--- src/rtl/grq_pkg.sv ---
// ----------------------------------------------------------------------------
// Graph reachability query package
// Item types, field widths, operation and status codes shared by the block
// and its checker.
// ----------------------------------------------------------------------------
`default_nettype none

package grq_pkg;

	// Width of a node index field and of a link counter.
	localparam int NODE_W = 5;
	localparam int DEG_W  = 5;

	// Default sizing of the graph.
	localparam int NODE_COUNT_DEF = 32;
	localparam int MAX_DEGREE_DEF = 25;

	// Operation codes.
	localparam logic OP_CONNECT = 1'b0;
	localparam logic OP_QUERY   = 1'b1;

	// Status codes.
	localparam logic STATUS_OK   = 1'b0;
	localparam logic STATUS_FULL = 1'b1;

	typedef struct packed {
		logic              operation;
		logic [NODE_W-1:0] node_a;
		logic [NODE_W-1:0] node_b;
	} request_t;

	typedef struct packed {
		logic connected;
		logic status;
	} result_t;

endpackage

`default_nettype wire

--- src/rtl/graph_reachability_query_top.sv ---
// ----------------------------------------------------------------------------
// Graph reachability query
// Undirected graph held as an adjacency matrix with link counters; adds
// edges and answers reachability queries by a row-at-a-time search.
// ----------------------------------------------------------------------------
// A connect item reads row a, then row b, then checks and, if the link fits, writes row a,
// and row b in a further state when two distinct rows are written, before its result
// strobe. A query reads the start row and one row per reached node, one row read a cycle.
// One item at a time; the next is accepted at the earliest at the edge that ends the
// result strobe.
// Reset clears all rows at once through per-row valid bits; the receiver cannot stall.
`default_nettype none

module graph_reachability_query_top
	import grq_pkg::*;
#(
	parameter int NODE_COUNT = NODE_COUNT_DEF,
	parameter int MAX_DEGREE = MAX_DEGREE_DEF
) (
	input  wire logic     clk,
	input  wire logic     arst_n,
	input  wire logic     start,
	output logic          busy,
	input  wire request_t request,
	output logic          done,
	output result_t       result
);

	// Address width of the row memory and width of one stored word. Each word
	// holds a node's link counter above its adjacency row.
	localparam int AW     = (NODE_COUNT > 1) ? $clog2(NODE_COUNT) : 1;
	localparam int WORD_W = NODE_COUNT + DEG_W;
	localparam logic [NODE_W+1:0] NODE_LIMIT = (NODE_W+2)'(NODE_COUNT);
	localparam logic [DEG_W:0]    DEG_LIMIT  = (DEG_W+1)'(MAX_DEGREE);
	localparam logic [NODE_COUNT-1:0] ONE_HOT0 = NODE_COUNT'(1);

	// Sequencer states. A connect reads row a, then row b, then decides and, if the link
	// fits, writes row a, and row b in a further cycle when it is a different node.
	// A query reads one row a cycle in the search state.
	localparam logic [2:0] S_IDLE  = 3'd0;
	localparam logic [2:0] S_CONB  = 3'd1;
	localparam logic [2:0] S_CONCK = 3'd2;
	localparam logic [2:0] S_CONWB = 3'd3;
	localparam logic [2:0] S_QRUN  = 3'd4;

	// Lowest set bit of a row: the next node to expand in a query.
	function automatic logic [AW-1:0] lowest_node(input logic [NODE_COUNT-1:0] v);
		logic [AW-1:0] idx;
		idx = '0;
		for (int i = NODE_COUNT - 1; i >= 0; i--) begin
			if (v[i]) begin
				idx = AW'(i);
			end
		end
		return idx;
	endfunction

	logic [2:0]            state_q;
	logic [NODE_W-1:0]     node_a_q;
	logic [NODE_W-1:0]     node_b_q;
	logic                  range_ok_q;
	logic [NODE_COUNT-1:0] row_a_q;
	logic [DEG_W-1:0]      deg_a_q;
	logic [NODE_COUNT-1:0] row_b_q;
	logic [DEG_W-1:0]      deg_b_q;
	logic [NODE_COUNT-1:0] visited_q;
	logic [NODE_COUNT-1:0] frontier_q;
	logic                  done_q;
	result_t               result_q;

	// Row memory, its per-row valid bits and the registered read port.
	logic [WORD_W-1:0]     mem [NODE_COUNT];
	logic [NODE_COUNT-1:0] row_valid_q;
	logic [WORD_W-1:0]     rd_word_s1;
	logic                  rd_vld_s1;

	logic                  rd_en;
	logic [AW-1:0]         rd_addr;
	logic                  wr_en;
	logic [AW-1:0]         wr_addr;
	logic [WORD_W-1:0]     wr_word;

	logic                  accept;
	logic                  in_range;
	logic [AW-1:0]         idx_a;
	logic [AW-1:0]         idx_b;
	logic                  same_node;
	logic [NODE_COUNT-1:0] bit_a;
	logic [NODE_COUNT-1:0] bit_b;
	logic [NODE_COUNT-1:0] rd_row;
	logic [DEG_W-1:0]      rd_deg;
	logic [DEG_W:0]        deg_a_sum;
	logic                  link_ok;
	logic [NODE_COUNT-1:0] fresh;
	logic [NODE_COUNT-1:0] visited_nx;
	logic [NODE_COUNT-1:0] frontier_nx;
	logic [AW-1:0]         next_node;
	logic                  search_end;

	assign accept = start && (state_q == S_IDLE);
	assign busy   = (state_q != S_IDLE);
	assign done   = done_q;
	assign result = result_q;

	// Both indices must name a node that exists; the fields are wider than
	// the address when the graph is small.
	assign in_range = ({2'b00, request.node_a} < NODE_LIMIT)
	               && ({2'b00, request.node_b} < NODE_LIMIT);

	assign idx_a     = AW'(node_a_q);
	assign idx_b     = AW'(node_b_q);
	assign same_node = (node_a_q == node_b_q);
	assign bit_a     = ONE_HOT0 << idx_a;
	assign bit_b     = ONE_HOT0 << idx_b;

	// A row that has never been written reads as empty with no links.
	assign rd_row = rd_vld_s1 ? rd_word_s1[NODE_COUNT-1:0] : '0;
	assign rd_deg = rd_vld_s1 ? rd_word_s1[WORD_W-1:NODE_COUNT] : '0;

	// Connect check, made while row b arrives. A self-loop needs two free
	// links on the one node; otherwise each side needs one.
	assign deg_a_sum = {1'b0, deg_a_q} + (same_node ? (DEG_W+1)'(2) : (DEG_W+1)'(1));
	assign link_ok   = range_ok_q && (deg_a_sum <= DEG_LIMIT)
	                && ({1'b0, rd_deg} < DEG_LIMIT);

	// Search step: the row read last cycle adds any unreached neighbours to
	// both the reached set and the set still to expand. Since a node enters
	// the frontier only once, the search ends within NODE_COUNT + 1 row reads, the start row included.
	assign fresh       = rd_row & ~visited_q;
	assign visited_nx  = visited_q | fresh;
	assign frontier_nx = frontier_q | fresh;
	assign next_node   = lowest_node(frontier_nx);
	assign search_end  = !range_ok_q || (frontier_nx == '0);

	// Memory port control.
	always_comb begin
		rd_en   = 1'b0;
		rd_addr = idx_b;
		wr_en   = 1'b0;
		wr_addr = idx_a;
		wr_word = {deg_a_sum[DEG_W-1:0], row_a_q | bit_b};
		case (state_q)
			S_IDLE: begin
				rd_en   = accept;
				rd_addr = AW'(request.node_a);
			end
			S_CONB: begin
				rd_en   = 1'b1;
				rd_addr = idx_b;
			end
			S_CONCK: begin
				wr_en = link_ok;
			end
			S_CONWB: begin
				wr_en   = 1'b1;
				wr_addr = idx_b;
				wr_word = {deg_b_q + DEG_W'(1), row_b_q | bit_a};
			end
			S_QRUN: begin
				rd_en   = !search_end;
				rd_addr = next_node;
			end
			default: begin
				rd_en = 1'b0;
			end
		endcase
	end

	always_ff @(posedge clk) begin
		if (wr_en) begin
			mem[wr_addr] <= wr_word;
		end
		if (rd_en) begin
			rd_word_s1 <= mem[rd_addr];
		end
	end

	always_ff @(posedge clk or negedge arst_n) begin
		if (!arst_n) begin
			row_valid_q <= '0;
			rd_vld_s1   <= 1'b0;
		end else begin
			if (wr_en) begin
				row_valid_q[wr_addr] <= 1'b1;
			end
			if (rd_en) begin
				rd_vld_s1 <= row_valid_q[rd_addr];
			end
		end
	end

	// Sequencer and result register.
	always_ff @(posedge clk or negedge arst_n) begin
		if (!arst_n) begin
			state_q <= S_IDLE;
			done_q  <= 1'b0;
		end else begin
			done_q <= 1'b0;
			case (state_q)
				S_IDLE: begin
					if (accept) begin
						state_q <= (request.operation == OP_QUERY) ? S_QRUN : S_CONB;
					end
				end
				S_CONB: begin
					state_q <= S_CONCK;
				end
				S_CONCK: begin
					if (link_ok && !same_node) begin
						state_q <= S_CONWB;
					end else begin
						state_q <= S_IDLE;
						done_q  <= 1'b1;
					end
				end
				S_CONWB: begin
					state_q <= S_IDLE;
					done_q  <= 1'b1;
				end
				S_QRUN: begin
					if (search_end) begin
						state_q <= S_IDLE;
						done_q  <= 1'b1;
					end
				end
				default: begin
					state_q <= S_IDLE;
				end
			endcase
		end
	end

	// Item payload and working rows.
	always_ff @(posedge clk) begin
		case (state_q)
			S_IDLE: begin
				if (accept) begin
					node_a_q   <= request.node_a;
					node_b_q   <= request.node_b;
					range_ok_q <= in_range;
					// The reached set starts empty in every query.
					visited_q  <= '0;
					frontier_q <= '0;
				end
			end
			S_CONB: begin
				row_a_q <= rd_row;
				deg_a_q <= rd_deg;
			end
			S_CONCK: begin
				row_b_q <= rd_row;
				deg_b_q <= rd_deg;
				result_q.connected <= 1'b0;
				result_q.status    <= link_ok ? STATUS_OK : STATUS_FULL;
			end
			S_QRUN: begin
				visited_q  <= visited_nx;
				frontier_q <= frontier_nx & ~(ONE_HOT0 << next_node);
				result_q.connected <= range_ok_q && visited_nx[idx_b];
				result_q.status    <= STATUS_OK;
			end
			default: begin
				visited_q <= visited_q;
			end
		endcase
	end

endmodule

`default_nettype wire

--- config.mk ---
export PLATFORM = sky130hd
export DESIGN_NAME = graph_reachability_query_top
export DESIGN_NICKNAME = d
export VERILOG_FILES = /design/src/rtl/grq_pkg.sv /design/src/rtl/graph_reachability_query_top.sv
export SDC_FILE = /design/constraint.sdc
export NUM_CORES = 2
export LEC_CHECK = 0
export BUFFER_PORTS_ARGS = -buffer_cell sky130_fd_sc_hd__buf_2
export CORE_MARGIN = 2
export CORE_UTILIZATION = 25
export DETAILED_ROUTE_END_ITERATION = 10
export PLACE_DENSITY = 0.46
export SETUP_SLACK_MARGIN = 0.2
export SYNTH_ARGS = -nofsm -noshare
export SYNTH_HDL_FRONTEND = slang
export SYNTH_SLANG_ARGS = --single-unit
--- constraint.sdc ---
create_clock -name clk -period 4.8 [get_ports clk]
set_input_delay 1.44 -clock clk [delete_from_list [all_inputs] [get_ports clk]]
set_output_delay 1.44 -clock clk [all_outputs]
set_load 0.05 [all_outputs]
==> flow_summary.yaml <==
yosys:
  synth_cell_types: 80
  syn-cell-area_sq_mm: 0.0584
  synth_area_leaders: "edfxtp_1, mux2i_1, nand2_1"
  synth-xor-area-share_pct: 0.165
  syn_area_per_cell_sq_um: 14.2
  synth_top_family_by_area: "simple AND/OR/NAND/NOR gates"
  syn_inst: 4119
  yosys_most_used_dff: "edfxtp_1"
  ys_async_sr_fraction_pct: 2.63
  synth-adder-area-share_pct: 0.0986
  synthSimpleGateAreaFrac_pct: 12.4
  yosysSeqAreaShare_pct: 72.1
  yosysTopAreaCell: "edfxtp_1"
  ys.warnings.count: 0
  syn_nets: 4137
  synth_top_area_share_pct: 70.5
  muxShareOfSynthArea_pct: 4.62
  ys_ff_latch: 1408
  synth-edff-count: 1371
  synth_compound_area_share_pct: 8.29
final_layout:
  final_cell_mix: "edfxtp_1, nand2_1, nand3_1"
  final_common_cell: "edfxtp_1"
  drive_gt1_share_pct: 20.1
  multi_input_area_sq_mm: 0.0158
  area_growth_syn_to_layout_pct: 21.8
  fillerInstances: 22900
  regArea_sq_mm: 0.0421
  final_cells: 7559
  fin_nets: 4405
  utilization_pct: 30.6
clock_tree:
  clock_latency_ns: 0.82
  tritoncts: "yes"
  cts-root-buf: "clkbuf_16"
  cts.path.max_buffers: 3
  ctsHoldBuffers: 0
  h-tree-depth: 4
  clk_pin_slew_ns: 0.06
  cts_sinks: 1408
  cts_made_buffers: 156
placement:
  dpl.hpwl_um: 122000
  port_buffers: 17
  dp.cells: 7218
  globalplace.congestion: 0.871
  dpl_worst_slack_ns: -0.864
grt:
  first_global_vias: 36800
  grtUsageTotal_pct: 16.1
  grt_pass1_wl_um: 279000
  antenna_found_initial: 4
  overflow: 0
  grt_max_degree: 65
routing:
  dr.pass1.iters: 6
  drt-vias-per-instance: 5.00
  ant_nets: 0
  drt-total-wl_um: 197000
  vias: 37800
  initialDrtViolationCount: 3757
  routedWlPerCell_um: 26.0
  drcViolationCount: 0
critical_path:
  r2r_start: "rd_vld_s1"
  crit_fanout: 16
  crit_top_cell: "buf_4"
  start_kind: "flop"
  reg2reg_depth: 13
  cp-end-kind: "flop"
  critPathArrivalTime_ns: 5.12
  rrSetupSlack_ns: 0.18
  cp-endpoint: "rd_word_s1[18]"
  path_cells: "buf_4 > and3b_1 > a2111o_1 > a211oi_2 > o211ai_1 > buf_4 > a211oi_4 > nor3_2 > nand3_4 > buf_12 > o22ai_1 > a2111oi_4 > nor4b_4"
  r2r-end: "rd_word_s1[18]"
  required_ns: 5.30
  startpoint: "rd_vld_s1"
  critPathKind: "flop to flop"
  slowest_delay_ns: 0.67
  critPathSlowestCell: "nor4b_4"
pwr:
  p_seq_share_pct: 35.4
  swShare_pct: 38.6
  peakVddDrop_v: 0.000448
  power_density_mw_per_mm2: 661
  p_clk_share_pct: 24.4
  leakagePower_nw: 23.7
  total_power_w: 0.0470
  netSwitchingPower_w: 0.0181
  power_frac_comb_pct: 40.2
  p_int_w: 0.0289
sta:
  maxSlewViolCount: 0
  finClkSkew_ns: 0.0397
  relSlewSlack_pct: 14.0
  worst_pin_slew_ns: 1.29
  max_freq_mhz: 216
  finalCritPeriodShare_pct: 96.3
  hold_viol: 0
  worst_hold_slack_ns: 0.521
  setup_violations: 0
  period_minus_slack_ns: 4.62
  fin_ws_ns: 0.177
  grt_setup_unrepaired: "true"
floorplanning:
  die_area_sq_mm: 0.237
  ios: 18
  rows: 177
  die_w_um: 487
  die_h_um: 487
  core_sq_mm: 0.232
  start_util_pct: 25.1
flow_run:
  maxCapViolations: 0
worst_hold_path:
  hold_path.class: "flop to flop"
run_status:
  status: "completed"
==> per-stage QoR <==
step | setup TNS (ns) | cell area (sq um)
CTS | 0 | 70700
global placement | -2.56 | 65400
finish | 0 | 71100
global route | 0 | 71100
floorplan | -363.66 | 58400
detailed placement | -2.76 | 65400
==> final cells by class <==
type	count	share of cell area (%)
clock inverter	79	0.892
antenna	3	0.0106
multi-input combinational	2395	22.2
clock buffer	205	5.89
tap	3043	5.35
timing repair buffer	403	6.38
sequential	1408	59.2
inverter	23	0.121
==> layer usage <==
metal	wire length [um]	vias up	part of all wire (%)	track usage, %
met4	5260	0	2.7	4.73
met1	88200	19700	45	22.7
li1	-	16600	-	-
met2	91600	1224	47	25.6
met3	11600	255	5.9	2.48
met5	0	-	0	0
==> synth_stat cells (all sizes together) (3+ instances only) <==
cell	n
ha	3
xor2	5
inv	22
o211ai	5
a21oi	173
and3	90
nand3b	6
o41ai	3
a21o	6
o21ai	170
a311oi	20
clkbuf	187
nor2	152
or2	42
nand3	303
nor3b	8
nand2	432
xnor2	6
a211oi	130
edfxtp	1371
mux2i	184
nor2b	8
a2111oi	46
buf	107
o31a	3
mux2	76
o311ai	4
and2	45
a31oi	45
dfrtp	37
nand4	185
nor4b	37
nor4	11
nand2b	5
o31ai	7
o221ai	6
nor3	24
o21a	3
and3b	23
o22ai	105
o2111a	3
==> registers in the layout, indices dropped and copies added, names as in the netlist, 32 cells and up <==
| register | cells |
|---|---|
| mem | 1184 |
| rd_word_s1 | 37 |
| frontier_q | 32 |
| row_a_q | 32 |
| row_b_q | 32 |
| row_valid_q | 32 |
| visited_q | 32 |
==> power groups by stage <==
stage / clock network, W / logic [W] / registers, W
floorplan: 0 / 0.0105 / 0.0165
detailed placement: 0 / 0.0183 / 0.0169
CTS: 0.0117 / 0.0187 / 0.0166
global route: 0.0122 / 0.0202 / 0.0167
global placement: 0 / 0.0183 / 0.0169
finish: 0.0115 / 0.0189 / 0.0166
==> timing repair <==
action	4_1_cts	5_1_grt
cloned	1	3
setup buffers	28	22
pin swaps	15	21
gates resized for setup	24	23
endpoints found under the setup margin	399	499
==> critical path, delay by kind of cell, from the launching register on <==
family / cells / cell delay [ns]
AO/OA/AOI/OAI: 6 / 1.86
AND/OR/NAND/NOR: 4 / 1.22
buffers and inverters: 3 / 0.65
flip-flops: 1 / 0.52
==> logic make-up (layout without fill, tap and decap cells) <==
logic type	after synthesis	in the layout
adder cells (fa/ha/maj)	4	4
multiplexers	260	260
buffers and inverters	317	710
other	1	4
flip-flops	1408	1408
XOR/XNOR	11	11
AND/OR/NAND/NOR	1377	1378
AO/OA/AOI/OAI	741	741
==> worst min-delay path by stage <==
stage	from	cells after the start	endpoint
4_1_cts	row_valid_q[14]	1	row_valid_q[14]
6_report	row_valid_q[30]	1	row_valid_q[30]
3_3_place_gp	row_valid_q[3]	1	row_valid_q[3]
5_1_grt	row_valid_q[12]	1	row_valid_q[12]
3_5_place_dp	row_valid_q[14]	1	row_valid_q[14]
2_1_floorplan	row_valid_q[2]	1	row_valid_q[2]
(Power assumes the default switching activity.)
